===== config.mk =====
export PLATFORM = sky130hd
export DESIGN_NAME = brt_ctrl
export DESIGN_NICKNAME = d
export VERILOG_FILES = /design/src/design/brt_pkg.sv /design/src/design/brt_ctrl.sv
export SDC_FILE = /design/constraint.sdc
export NUM_CORES = 1
export LEC_CHECK = 0
export ABC_CLOCK_PERIOD_IN_PS = 1500
export BUFFER_PORTS_ARGS = -buffer_cell sky130_fd_sc_hd__buf_2
export CORE_AREA = 2 2 39 41
export CTS_CLUSTER_DIAMETER = 150
export DETAILED_ROUTE_END_ITERATION = 12
export DIE_AREA = 0 0 41 43
export PLACE_DENSITY_LB_ADDON = 0.15
export REMOVE_ABC_BUFFERS = 1
export SYNTH_ARGS = -nofsm -noshare
export SYNTH_HDL_FRONTEND = slang
export SYNTH_SLANG_ARGS = --single-unit

===== constraint.sdc =====
create_clock -name clk_i -period 1.5 [get_ports clk_i]
set_clock_uncertainty 0.2 [all_clocks]
set_input_delay 0.225 -clock clk_i [delete_from_list [all_inputs] [get_ports clk_i]]
set_output_delay 0.225 -clock clk_i [all_outputs]
set_load 0.02 [all_outputs]

===== src/design/brt_pkg.sv =====
`default_nettype none

package brt_pkg;

  // Defaults for the top-level parameters
  localparam int DEF_GLYPH_STORE_BYTES = 8192;
  localparam int DEF_MAX_GLYPH_ROWS    = 16;
  localparam int DEF_MAX_COLUMN_GROUPS = 2;

  // Wide enough for char * bytes_per_char + group offset + row
  localparam int IDX_W = 16;
  localparam int CFG_W = 12;
  localparam int CFG_IDX_W = 3;

  localparam logic [7:0] NEWLINE_CODE = 8'd10;

  localparam logic [7:0]  RST_FIRST_CHAR     = 8'd0;
  localparam logic [7:0]  RST_LAST_CHAR      = 8'd255;
  localparam logic [4:0]  RST_GLYPH_WIDTH    = 5'd8;
  localparam logic [4:0]  RST_GLYPH_HEIGHT   = 5'd16;
  localparam logic [5:0]  RST_BYTES_PER_CHAR = 6'd16;
  localparam logic [11:0] RST_SURFACE_WIDTH  = 12'd640;
  localparam logic [11:0] RST_SURFACE_HEIGHT = 12'd480;

  typedef enum logic [1:0] {
    OP_LOAD  = 2'd0,
    OP_START = 2'd1,
    OP_CHAR  = 2'd2
  } op_e;

  typedef enum logic [CFG_IDX_W-1:0] {
    CFG_FIRST_CHAR     = 3'd0,
    CFG_LAST_CHAR      = 3'd1,
    CFG_GLYPH_WIDTH    = 3'd2,
    CFG_GLYPH_HEIGHT   = 3'd3,
    CFG_BYTES_PER_CHAR = 3'd4,
    CFG_SURFACE_WIDTH  = 3'd5,
    CFG_SURFACE_HEIGHT = 3'd6
  } cfg_idx_e;

  typedef enum logic [2:0] {
    ST_IDLE,
    ST_SETUP,
    ST_EMIT,
    ST_ADVANCE,
    ST_WRAP
  } state_e;

  typedef struct packed {
    logic [1:0]  op;
    logic [12:0] glyph_address;
    logic [7:0]  glyph_byte;
    logic [11:0] origin_x;
    logic [11:0] origin_y;
    logic [23:0] color;
    logic [7:0]  char_code;
  } in_item_t;

  typedef struct packed {
    logic [12:0] pixel_x;
    logic [12:0] pixel_y;
    logic [7:0]  pixel_mask;
    logic [23:0] pixel_color;
    logic        last;
  } out_item_t;

  typedef struct packed {
    logic load_glyph;
    logic start_text;
    logic latch_char;
    logic init_loop;
    logic issue;
    logic advance_x;
    logic line_adv;
  } cmd_t;

  typedef struct packed {
    logic halted;
    logic newline;
    logic draw_ok;
    logic wrap;
    logic loop_end;
    logic out_busy;
  } status_t;

endpackage

`default_nettype wire


===== src/design/brt_ctrl.sv =====
`default_nettype none

module brt_ctrl (
  input  logic            clk_i,
  input  logic            rst_ni,
  input  logic            in_valid_i,
  output logic            in_ready_o,
  input  logic [1:0]      in_op_i,
  input  brt_pkg::status_t sts_i,
  output brt_pkg::cmd_t   cmd_o
);
  import brt_pkg::*;

  state_e state_q, state_d;

  always_ff @(posedge clk_i or negedge rst_ni) begin
    if (!rst_ni) begin
      state_q <= ST_IDLE;
    end else begin
      state_q <= state_d;
    end
  end

  always_comb begin
    state_d    = state_q;
    cmd_o      = '0;
    in_ready_o = 1'b0;
    unique case (state_q)
      ST_IDLE: begin
        in_ready_o = 1'b1;
        if (in_valid_i) begin
          case (in_op_i)
            OP_LOAD:  cmd_o.load_glyph = 1'b1;
            OP_START: cmd_o.start_text = 1'b1;
            OP_CHAR: begin
              // halted drops character items, newlines too
              if (!sts_i.halted) begin
                cmd_o.latch_char = 1'b1;
                state_d          = ST_SETUP;
              end
            end
            default: ;
          endcase
        end
      end
      ST_SETUP: begin
        if (sts_i.newline) begin
          cmd_o.line_adv = 1'b1;
          state_d        = ST_IDLE;
        end else if (sts_i.draw_ok) begin
          cmd_o.init_loop = 1'b1;
          state_d         = ST_EMIT;
        end else begin
          state_d = ST_ADVANCE;
        end
      end
      ST_EMIT: begin
        if (!sts_i.out_busy) begin
          cmd_o.issue = 1'b1;
          if (sts_i.loop_end) begin
            state_d = ST_ADVANCE;
          end
        end
      end
      ST_ADVANCE: begin
        cmd_o.advance_x = 1'b1;
        state_d         = sts_i.wrap ? ST_WRAP : ST_IDLE;
      end
      ST_WRAP: begin
        cmd_o.line_adv = 1'b1;
        state_d        = ST_IDLE;
      end
      default: state_d = ST_IDLE;
    endcase
  end

endmodule

`default_nettype wire


Word-level counts from Yosys, hierarchy flattened
Cells that the tools add are included.
- eq/ne operators: 11
- muxes and demuxes: 24
- reduce and logical (&&, ||, !) cells: 3
- operators by type and width (operator ; number):
    $mux W3 ; 9
    $mux W1 ; 13
    $pmux W3 S4 ; 1
    $ne A2 B2 Y1 const B ; 4
    $eq A3 B2 Y1 const B ; 2
    $reduce_and A5 Y1 ; 1
    $eq A3 B1 Y1 const B ; 1
    $eq A3 B3 Y1 const B ; 1
    $logic_not A3 Y1 ; 1
    $eq A2 B1 Y1 const B ; 1
    $eq A2 B2 Y1 const B ; 1
    $logic_not A2 Y1 ; 1
    $ne A2 B1 Y1 const B ; 1
    $pmux W1 S2 ; 1
- register bits: 3
- output and inout port bits: 8
- word-level logic and storage cells: 39

Depth between registers and ports, before layout
Gate-level depths: netlist of the first run.
- depth after elaboration: 4
- gate-level depth with buffers: 4
- gate-level depth less buffers: 3

Worst setup path before layout of the first run
Ideal clock, no wire load.
- path kind: register to output
- start point: register state_q[1]
- end point: output cmd_o[6] in the netlist's numbering
- arrival time: 1.654 ns
- data required time: 1.075 ns
- setup slack: -0.579 ns
- stages on the path, launching flop included: 4
- path through: dfrtp_1 > buf_6 > nor3_2 > nor4bb_1
- RTL lines (what ; RTL line ; RTL):
    start, declared ; brt_ctrl.sv:14 ; state_e state_q, state_d;
    start signal, assigned ; brt_ctrl.sv:20 ; state_q <= state_d;
    end, declared ; brt_ctrl.sv:10 ; output brt_pkg::cmd_t cmd_o

==> results_dict.tcl, run 1 <==
set metrics [dict create \
    hp-class "in -> reg" \
    grt_max_degree 9 \
    pwr-share-comb_pct 66.3 \
    slew_violations 0 \
    synth_top_area_share_pct 31.3 \
    clk_latency_ns 0.23 \
    avgSynthCellArea_um2 9.61 \
    largest_register "state_q" \
    start_kind "register" \
    leakagePower_nw 0.272 \
    ys_seq_area_share_pct 31.3 \
    vias 306 \
    critPathMaxFanout 4 \
    antenna_found_initial 0 \
    std_cell_rows 14 \
    final_cell_mix "10 x buf_2, 10 x buf_4, 6 x buf_6" \
    fin_nets 67 \
    power_frac_seq_pct 17.3 \
    p_per_area_mw_per_mm2 1590 \
    ys_top_cells_by_area "dfrtp_1 31%, nor4b_1 7.3%, a221oi_2 6.3%" \
    numCtsBuffers 3 \
    maxCapViolations 0 \
    drc 0 \
    core_area_mm2 0.00138 \
    place_ws_ns -0.0545 \
    p_sw_mw 0.314 \
    post_drt_via_cell_ratio 4.31 \
    cts.path.max_buffers 2 \
    p_total_mw 0.861 \
    fill_cells 150 \
    grt_overflow_total 0 \
    critPathSlowestCell "dfrtp_2" \
    yosysUniqueCellTypes 19 \
    initial_core_util_pct 17.4 \
    place_inst 61 \
    path_cells "nor3_4 > nor4bb_4 > buf_4" \
    die_w_um 41 \
    gp_congestion 0.601 \
    power_frac_clock_pct 16.4 \
    relSlewSlack_pct 86.6 \
    intPower_mw 0.547 \
    drive_above_1_share_pct 74.5 \
    drtAntennaViolNets 0 \
    htree_levels 1 \
    finalHoldViolations 0 \
    min_period_over_period_pct 115 \
    swShare_pct 36.5 \
    setup_slack_ns -0.220 \
    end_kind "output pin" \
    tritoncts "built" \
    violations "negative setup slack" \
    clock-sinks 3 \
    track_usage_pct 9.05 \
    path_clk_slew_ns 0.04 \
    diodes 0 \
    final_cells 71 \
    fmax_mhz 582 \
    status "finished, violations left" \
    cp_top_family "simple AND/OR/NAND/NOR gates" \
    rsz0062_at_grt "yes" \
    critPathMaxStageDelay_ns 0.42 \
    area_delta_synth_final_pct 126 \
    fin_crit_ns 1.72 \
    critical_path_buf_inv_count 1 \
    yosys_warnings 0 \
    grt_pass1_wl_um 1060 \
    setup_violations 9 \
    dp_hpwl_um 518 \
    ir_drop_v 0.000785 \
    netlist_area_um2 240 \
    numPortBuffers 18 \
    required_ns 1.07 \
    largestRegisters "state_q: 3 flops" \
    first_pass_iters 2 \
    largest_reg_flops 3 \
    wl_um 723 \
    grt_pass1_vias 263 \
    ys_ff_latch 3 \
    path_class "reg -> out" \
    die_h_um 43 \
    dr.first_iter.drc_count 3 \
    synth_cells 25 \
    ios 19 \
    routedWlPerCell_um 10.2 \
    cp.arrival_ns 1.29 \
    synth_top_area_cell "dfrtp_1" \
    worst_pin_slew_ns 0.200 \
    holdWs_ns 0.0596 \
    die_area_mm2 0.00176 \
    root_buffer "clkbuf_4" \
]
[path summary, 6_finish.rpt]
path	start	end	slack (ns)	depth (start not counted)
max in group asynchronous	rst_ni	state_q[1]$_DFFE_PN0P_	0.86	2
worst min-delay path	sts_i[2]	state_q[2]$_DFFE_PN0P_	0.06	2
worst max-delay path	state_q[2]$_DFFE_PN0P_	cmd_o[6]	-0.22	3
min in group asynchronous	rst_ni	state_q[2]$_DFFE_PN0P_	0.12	2
worst max register to register	state_q[1]$_DFFE_PN0P_	state_q[0]$_DFFE_PN0P_	-0.07	3
worst min register to register	state_q[2]$_DFFE_PN0P_	state_q[0]$_DFFE_PN0P_	0.43	2
[power by group through the flow]
| stage | clock [mW] | sequential (mW) | combinational, mW |
|---|---|---|---|
| 6_report | 0.142 | 0.149 | 0.571 |
| 5_1_grt | 0.157 | 0.152 | 0.612 |
| 2_1_floorplan | 0 | 0.154 | 0.191 |
| 3_3_place_gp | 0 | 0.131 | 0.349 |
| 3_5_place_dp | 0 | 0.131 | 0.351 |
| 4_1_cts | 0.149 | 0.142 | 0.447 |
[through the flow]
stage / util (%) / cell area [µm²] / setup TNS [ns]
6_report: 39.2 / 543 / -1.35
5_1_grt: 39.2 / 543 / -1.96
4_1_cts: 32.8 / 454 / -1.55
3_5_place_dp: 26.1 / 362 / -0.109
3_3_place_gp: 26.1 / 362 / -0.0803
2_1_floorplan: - / 229 / -1.46
[layout make-up]
cell class	instances	area, µm²	area share (%)
clock buffer	4	26.3	4.84
inverter	1	3.75	0.691
multi-input combinational	20	213	39.2
tap	16	20.0	3.69
timing repair buffer	27	203	37.3
sequential	3	77.6	14.3
[layer usage]
metal	vias to the layer above	track usage [%]	routed length [µm]
li1	156	-	-
met4	0	6.00	0
met1	137	12.6	320
met3	0	3.14	51
met5	-	0	0
met2	13	11.3	351
[what timing repair did]
item                                    CTS  global route
buffers inserted                          2             3
gates resized for setup                  11            16
hold endpoints to repair                  3             0
pin swaps                                 3             5
hold buffers                              1             0
endpoints found under the setup margin    9             9
[kinds of logic after synthesis]
kind of cell | after synthesis | synth area share [%]
compound gates | 3 | 10.9
buf+inv | 2 | 6.25
flops | 3 | 31.2
mux | 1 | 4.17
simple gates | 16 | 47.4
[synth_stat cells, drive strengths merged]
master / number
nor4bb: 1
or4: 1
and4b: 1
nand2: 1
nor2b: 2
a21oi: 1
a31oi: 1
nor2: 3
and3: 2
and2: 1
inv: 1
or3: 1
mux2i: 1
dfrtp: 3
nor3: 1
buf: 1
a221oi: 1
nor4b: 2
Power figures use the tool's default switching activity.
==> run 2, diff against run 1 <==
--- a/config.mk
+++ b/config.mk
@@ -6,12 +6,13 @@
 export NUM_CORES = 1
 export LEC_CHECK = 0
 export ABC_CLOCK_PERIOD_IN_PS = 1500
-export BUFFER_PORTS_ARGS = -buffer_cell sky130_fd_sc_hd__buf_2
+export BUFFER_PORTS_ARGS = -buffer_cell sky130_fd_sc_hd__buf_4
 export CORE_AREA = 2 2 39 41
 export CTS_CLUSTER_DIAMETER = 150
 export DETAILED_ROUTE_END_ITERATION = 12
 export DIE_AREA = 0 0 41 43
-export PLACE_DENSITY_LB_ADDON = 0.15
+export GPL_TIMING_DRIVEN = 0
+export PLACE_DENSITY = 0.54
 export REMOVE_ABC_BUFFERS = 1
 export SYNTH_ARGS = -nofsm -noshare
 export SYNTH_HDL_FRONTEND = slang
==> run 2 against run 1 <==
Effect of this change:
- the run still ends with negative setup slack left
- maximum frequency down 0.46%
- register-to-register slack got worse by 0.10 ns
- total power is 0.83% lower
- largest power group unchanged
==> results_dict.tcl, run 2 (synthesized netlist as in run 1, its figures left out) <==
set metrics [dict create \
    track_usage_pct 11.7 \
    grt_pass1_wl_um 1350 \
    drtAntennaViolNets 0 \
    slew_violations 0 \
    numCtsBuffers 3 \
    rsz0062_at_grt "yes" \
    grt_pass1_vias 323 \
    largest_reg_flops 3 \
    path_class "reg -> out" \
    drive_above_1_share_pct 76.4 \
    largestRegisters "state_q: 3 flops" \
    leakagePower_nw 0.273 \
    tritoncts "built" \
    p_per_area_mw_per_mm2 1550 \
    cts.path.max_buffers 2 \
    p_total_mw 0.854 \
    final_util_pct 39.9 \
    min_period_over_period_pct 115 \
    drc 0 \
    status "finished, violations left" \
    grt_max_degree 7 \
    end_kind "output pin" \
    dr.first_iter.drc_count 1 \
    final_area_um2 552 \
    largest_register "state_q" \
    numPortBuffers 18 \
    core_area_mm2 0.00138 \
    ir_drop_v 0.000735 \
    maxCapViolations 0 \
    gp_congestion 0.639 \
    relSlewSlack_pct 87.0 \
    setup_violations 9 \
    vias 321 \
    cp.arrival_ns 1.30 \
    fmax_mhz 579 \
    std_cell_rows 14 \
    routedWlPerCell_um 11.8 \
    finalHoldViolations 0 \
    grt_overflow_total 0 \
    diodes 0 \
    holdWs_ns 0.0646 \
    path_clk_slew_ns 0.04 \
    clock-sinks 3 \
    antenna_found_initial 0 \
    htree_levels 1 \
    setup_slack_ns -0.228 \
    layout_commonest_cell "buf_4" \
    area_delta_synth_final_pct 130 \
    die_area_mm2 0.00176 \
    wl_um 836 \
    required_ns 1.07 \
    worst_pin_slew_ns 0.194 \
    hp-class "in -> reg" \
    final_cell_mix "23 x buf_4, 3 x clkbuf_4, 3 x buf_6, 3 x dfrtp_2" \
    die_h_um 43 \
    die_w_um 41 \
    fin_crit_ns 1.73 \
    start_kind "register" \
    violations "negative setup slack" \
    initial_core_util_pct 17.4 \
    first_pass_iters 2 \
    post_drt_via_cell_ratio 4.52 \
    place_area_um2 384 \
    ios 19 \
    clk_latency_ns 0.23 \
    critPathMaxFanout 4 \
    fin_nets 67 \
    root_buffer "clkbuf_4" \
]
run 2: cell count changes in the layout (fill, tap and decap cells not counted):
cell,change
buf_6,-3
and2_2,+1
buf_4,+13
nor2b_2,+1
nor2b_4,-1
buf_2,-10
dfrtp_2,+1
dfrtp_1,-1
and2_4,-1
run 2: timing repair:
item	CTS	global route
endpoints found under the setup margin	9	9
endpoints found under the hold margin	3	0
pin swaps	5	2
gates resized for setup	11	4
setup buffers	7	3
hold buffers	1	0
run 2: layer usage:
layer	vias to the layer above	share of wire (%)	global-route usage, %
met1	150	40	13.9
li1	155	-	-
met5	-	0	0
met2	16	50	15.9
met3	0	10	6.81
met4	0	0	6.00
run 2: worst max-delay path, stage by stage (launching register included):
cell      delay, ns
dfrtp_2        0.44
nor3_4         0.22
nor4bb_4       0.23
buf_4          0.18
run 2: layout make-up:
| class | instances | area (µm²) |
|---|---|---|
| timing repair buffer | 27 | 216 |
| clock buffer | 4 | 26.3 |
| multi-input combinational | 20 | 206 |
| fill | 151 | 832 |
| inverter | 1 | 3.75 |
| sequential | 3 | 78.8 |
| tap | 16 | 20.0 |
run 2: path summary, 6_finish.rpt:
check	from	endpoint	slack [ns]	cells after the start
max	state_q[2]$_DFFE_PN0P_	cmd_o[6]	-0.23	3
max in group asynchronous	rst_ni	state_q[0]$_DFFE_PN0P_	0.87	2
min in group asynchronous	rst_ni	state_q[2]$_DFFE_PN0P_	0.12	2
min reg2reg	state_q[2]$_DFFE_PN0P_	state_q[1]$_DFFE_PN0P_	0.33	1
max reg2reg	state_q[1]$_DFFE_PN0P_	state_q[0]$_DFFE_PN0P_	-0.17	4
min	sts_i[2]	state_q[2]$_DFFE_PN0P_	0.06	2
run 2: metrics by stage:
step / setup TNS, ns / setup WS (ns) / instances
global placement: -0.395 / -0.212 / 58
floorplan: -1.46 / -0.575 / 24
finish: -1.53 / -0.228 / 71
CTS: -1.56 / -0.245 / 69
global route: -2.08 / -0.304 / 71
detailed placement: -0.389 / -0.202 / 58
run 2: where the power goes:
group	internal [mW]	switching (mW)
Sequential	0.114	0.0464
Clock	0.0997	0.0419
Combinational	0.328	0.225
==> run 3, diff against run 2 <==
--- a/config.mk
+++ b/config.mk
@@ -5,6 +5,7 @@
 export SDC_FILE = /design/constraint.sdc
 export NUM_CORES = 1
 export LEC_CHECK = 0
+export ABC_AREA = 1
 export ABC_CLOCK_PERIOD_IN_PS = 1500
 export BUFFER_PORTS_ARGS = -buffer_cell sky130_fd_sc_hd__buf_4
 export CORE_AREA = 2 2 39 41
@@ -12,7 +13,7 @@
 export DETAILED_ROUTE_END_ITERATION = 12
 export DIE_AREA = 0 0 41 43
 export GPL_TIMING_DRIVEN = 0
-export PLACE_DENSITY = 0.54
+export PLACE_DENSITY = 0.55
 export REMOVE_ABC_BUFFERS = 1
 export SYNTH_ARGS = -nofsm -noshare
 export SYNTH_HDL_FRONTEND = slang
==> run 3 against run 2 <==
Effect of this change:
- the run still ends with negative setup slack left
- routed wire length fell by 18%
- die area did not move
- sequential power fell by 13%
- area after synthesis rose by 3.6%
- design area fell by 6.8%
- core utilization fell by 2.7 points
- largest power group unchanged
- highest routed layer unchanged
==> results_dict.tcl, run 3 <==
set metrics [dict create \
    power_frac_seq_pct 15.9 \
    p_total_mw 0.879 \
    avgSynthCellArea_um2 6.22 \
    end_kind "output pin" \
    routedWlPerCell_um 7.92 \
    synth_top_area_cell "dfrtp_1" \
    finalHoldViolations 0 \
    grt_pass1_wl_um 986 \
    maxCapViolations 0 \
    setup_slack_ns -0.113 \
    leakagePower_nw 0.284 \
    wl_um 689 \
    fin_nets 83 \
    clk_latency_ns 0.23 \
    die_h_um 43 \
    final_cell_mix "23 x buf_4, 10 x nand2_1, 8 x nor2_1" \
    min_period_over_period_pct 108 \
    yosys_warnings 0 \
    largest_register "state_q" \
    timing.rr.start "state_q[0]$_DFFE_PN0P_" \
    initial_core_util_pct 18.0 \
    root_buffer "clkbuf_4" \
    path_class "reg -> out" \
    clock-sinks 3 \
    numPortBuffers 18 \
    ir_drop_v 0.000600 \
    synth_top_area_share_pct 30.2 \
    ys_ff_latch 3 \
    power_frac_clock_pct 16.0 \
    tritoncts "built" \
    violations "negative setup slack" \
    swShare_pct 40.7 \
    numCtsBuffers 3 \
    hold_path.startpoint "sts_i[2]" \
    holdWs_ns 0.0571 \
    pwr-share-comb_pct 68.1 \
    critPathMaxFanout 4 \
    grt_max_degree 5 \
    relSlewSlack_pct 90.0 \
    fmax_mhz 620 \
    die_w_um 41 \
    drive_above_1_share_pct 53.5 \
    layout_commonest_cell "buf_4" \
    die_area_mm2 0.00176 \
    fin_setup_tns_ns -0.654 \
    largest_reg_flops 3 \
    largestRegisters "state_q: 3 flops" \
    cp.arrival_ns 1.19 \
    slew_violations 0 \
    p_sw_mw 0.358 \
    intPower_mw 0.521 \
    diodes 0 \
    status "finished, violations left" \
    worstRegToRegCells 8 \
    ios 19 \
    grt_pass1_vias 291 \
    drc 0 \
    worstReg2RegEnd "state_q[0]$_DFFE_PN0P_" \
    track_usage_pct 8.46 \
    cts.path.max_buffers 2 \
    yosysUniqueCellTypes 14 \
    start_kind "register" \
    synth_cells 40 \
    ys.flop_type "dfrtp_1" \
    dr.first_iter.drc_count 1 \
    gp_congestion 0.653 \
    setup_violations 7 \
    worst_pin_slew_ns 0.149 \
    drtAntennaViolNets 0 \
    synth-edff-count 0 \
    p_per_area_mw_per_mm2 1710 \
    ys_seq_area_share_pct 30.2 \
    netlist_area_um2 249 \
    path_clk_slew_ns 0.04 \
    ys_top_cells_by_area "dfrtp_1 30%, nand2_1 15%, nor2_1 14%" \
    area_delta_synth_final_pct 107 \
    antenna_found_initial 0 \
    async_reset_ff_share_pct 100 \
    first_pass_iters 2 \
    grt_overflow_total 0 \
    post_drt_via_cell_ratio 3.97 \
    std_cell_rows 14 \
    synth_commonest_cells "10 x nand2_1, 9 x nor2_1, 5 x inv_1" \
    synth_most_common_cell "nand2_1" \
    hp-class "in -> reg" \
    core_area_mm2 0.00138 \
    dp_hpwl_um 498 \
    fin_crit_ns 1.61 \
    required_ns 1.07 \
    crit_start "state_q[0]$_DFFE_PN0P_" \
    htree_levels 1 \
    vias 345 \
    rsz0062_at_grt "yes" \
    crit_path_end "cmd_o[5]" \
    ff2ff_setup_slack_ns 0.19 \
]
-- run 3: cell count changes in the layout (fill, tap and decap cells not counted), moves of 2 or more --
cell	change
nand2_1	+9
nor2_1	+6
inv_2	+4
inv_1	+3
dfrtp_1	+2
dfrtp_2	-2
nand3_1	+2
nor4b_4	-2
-- run 3: cell families (layout without fill, tap and decap cells) --
family / after synthesis / after routing / share of synthesized area [%]
buffers and inverters: 8 / 39 / 12.1
AOI/OAI and AO/OA: 3 / 3 / 6.53
and+or+nand+nor: 26 / 26 / 51.3
DFF: 3 / 3 / 30.1
-- run 3: how the worst min path moves through the flow --
stage,endpoint,slack [ns],cells after the start
6_report,state_q[2]$_DFFE_PN0P_,0.06,2
5_1_grt,state_q[2]$_DFFE_PN0P_,0.05,2
4_1_cts,state_q[2]$_DFFE_PN0P_,0.05,2
3_5_place_dp,state_q[0]$_DFFE_PN0P_,-0.19,1
3_3_place_gp,state_q[0]$_DFFE_PN0P_,-0.18,1
2_1_floorplan,state_q[0]$_DFFE_PN0P_,-0.27,0
-- run 3: critical path: stages, from the launching register on --
cell     delay [ns]
dfrtp_1        0.41
inv_2          0.08
nand2_4        0.05
nor2_4         0.12
nand2_1        0.06
nor2_1         0.09
buf_4          0.15
-- run 3: area by class of cell --
type,count,area [µm²]
timing repair buffer,27,215
inverter,8,30.0
sequential,3,76.3
multi-input combinational,29,146
fill,154,870
clock buffer,4,26.3
tap,16,20.0
-- run 3: through the flow --
step,cells,util (%),worst slack [ns],instance area (µm²)
6_report,87,37.2,-0.113,514
5_1_grt,87,37.2,-0.202,514
4_1_cts,85,35.6,-0.109,493
3_3_place_gp,74,29.2,0.0864,404
3_5_place_dp,74,29.2,0.0746,404
2_1_floorplan,40,-,-0.00374,249
-- run 3: power groups by stage --
stage	combinational (mW)	clock [mW]	sequential, mW
after detailed placement	0.413	0	0.144
after global placement	0.409	0	0.144
after global routing	0.664	0.157	0.141
after CTS	0.535	0.148	0.136
after floorplan	0.280	0	0.138
final	0.599	0.141	0.140
-- run 3: what timing repair did --
item | 4_1_cts | 5_1_grt
resized for setup | 3 | 2
setup buffers | 5 | 2
cloned | 0 | 0
endpoints found under the hold margin | 4 | 0
hold buffers | 2 | 0
endpoints found under the setup margin | 8 | 8
-- run 3: per-layer routing --
layer	share of wire [%]	global-route usage (%)	vias to the layer above	wire, µm
met4	0	6.00	0	0
met3	13	3.14	0	89
met5	0	0	-	0
met2	52	14.4	14	358
li1	-	-	183	-
met1	35	7.47	148	241
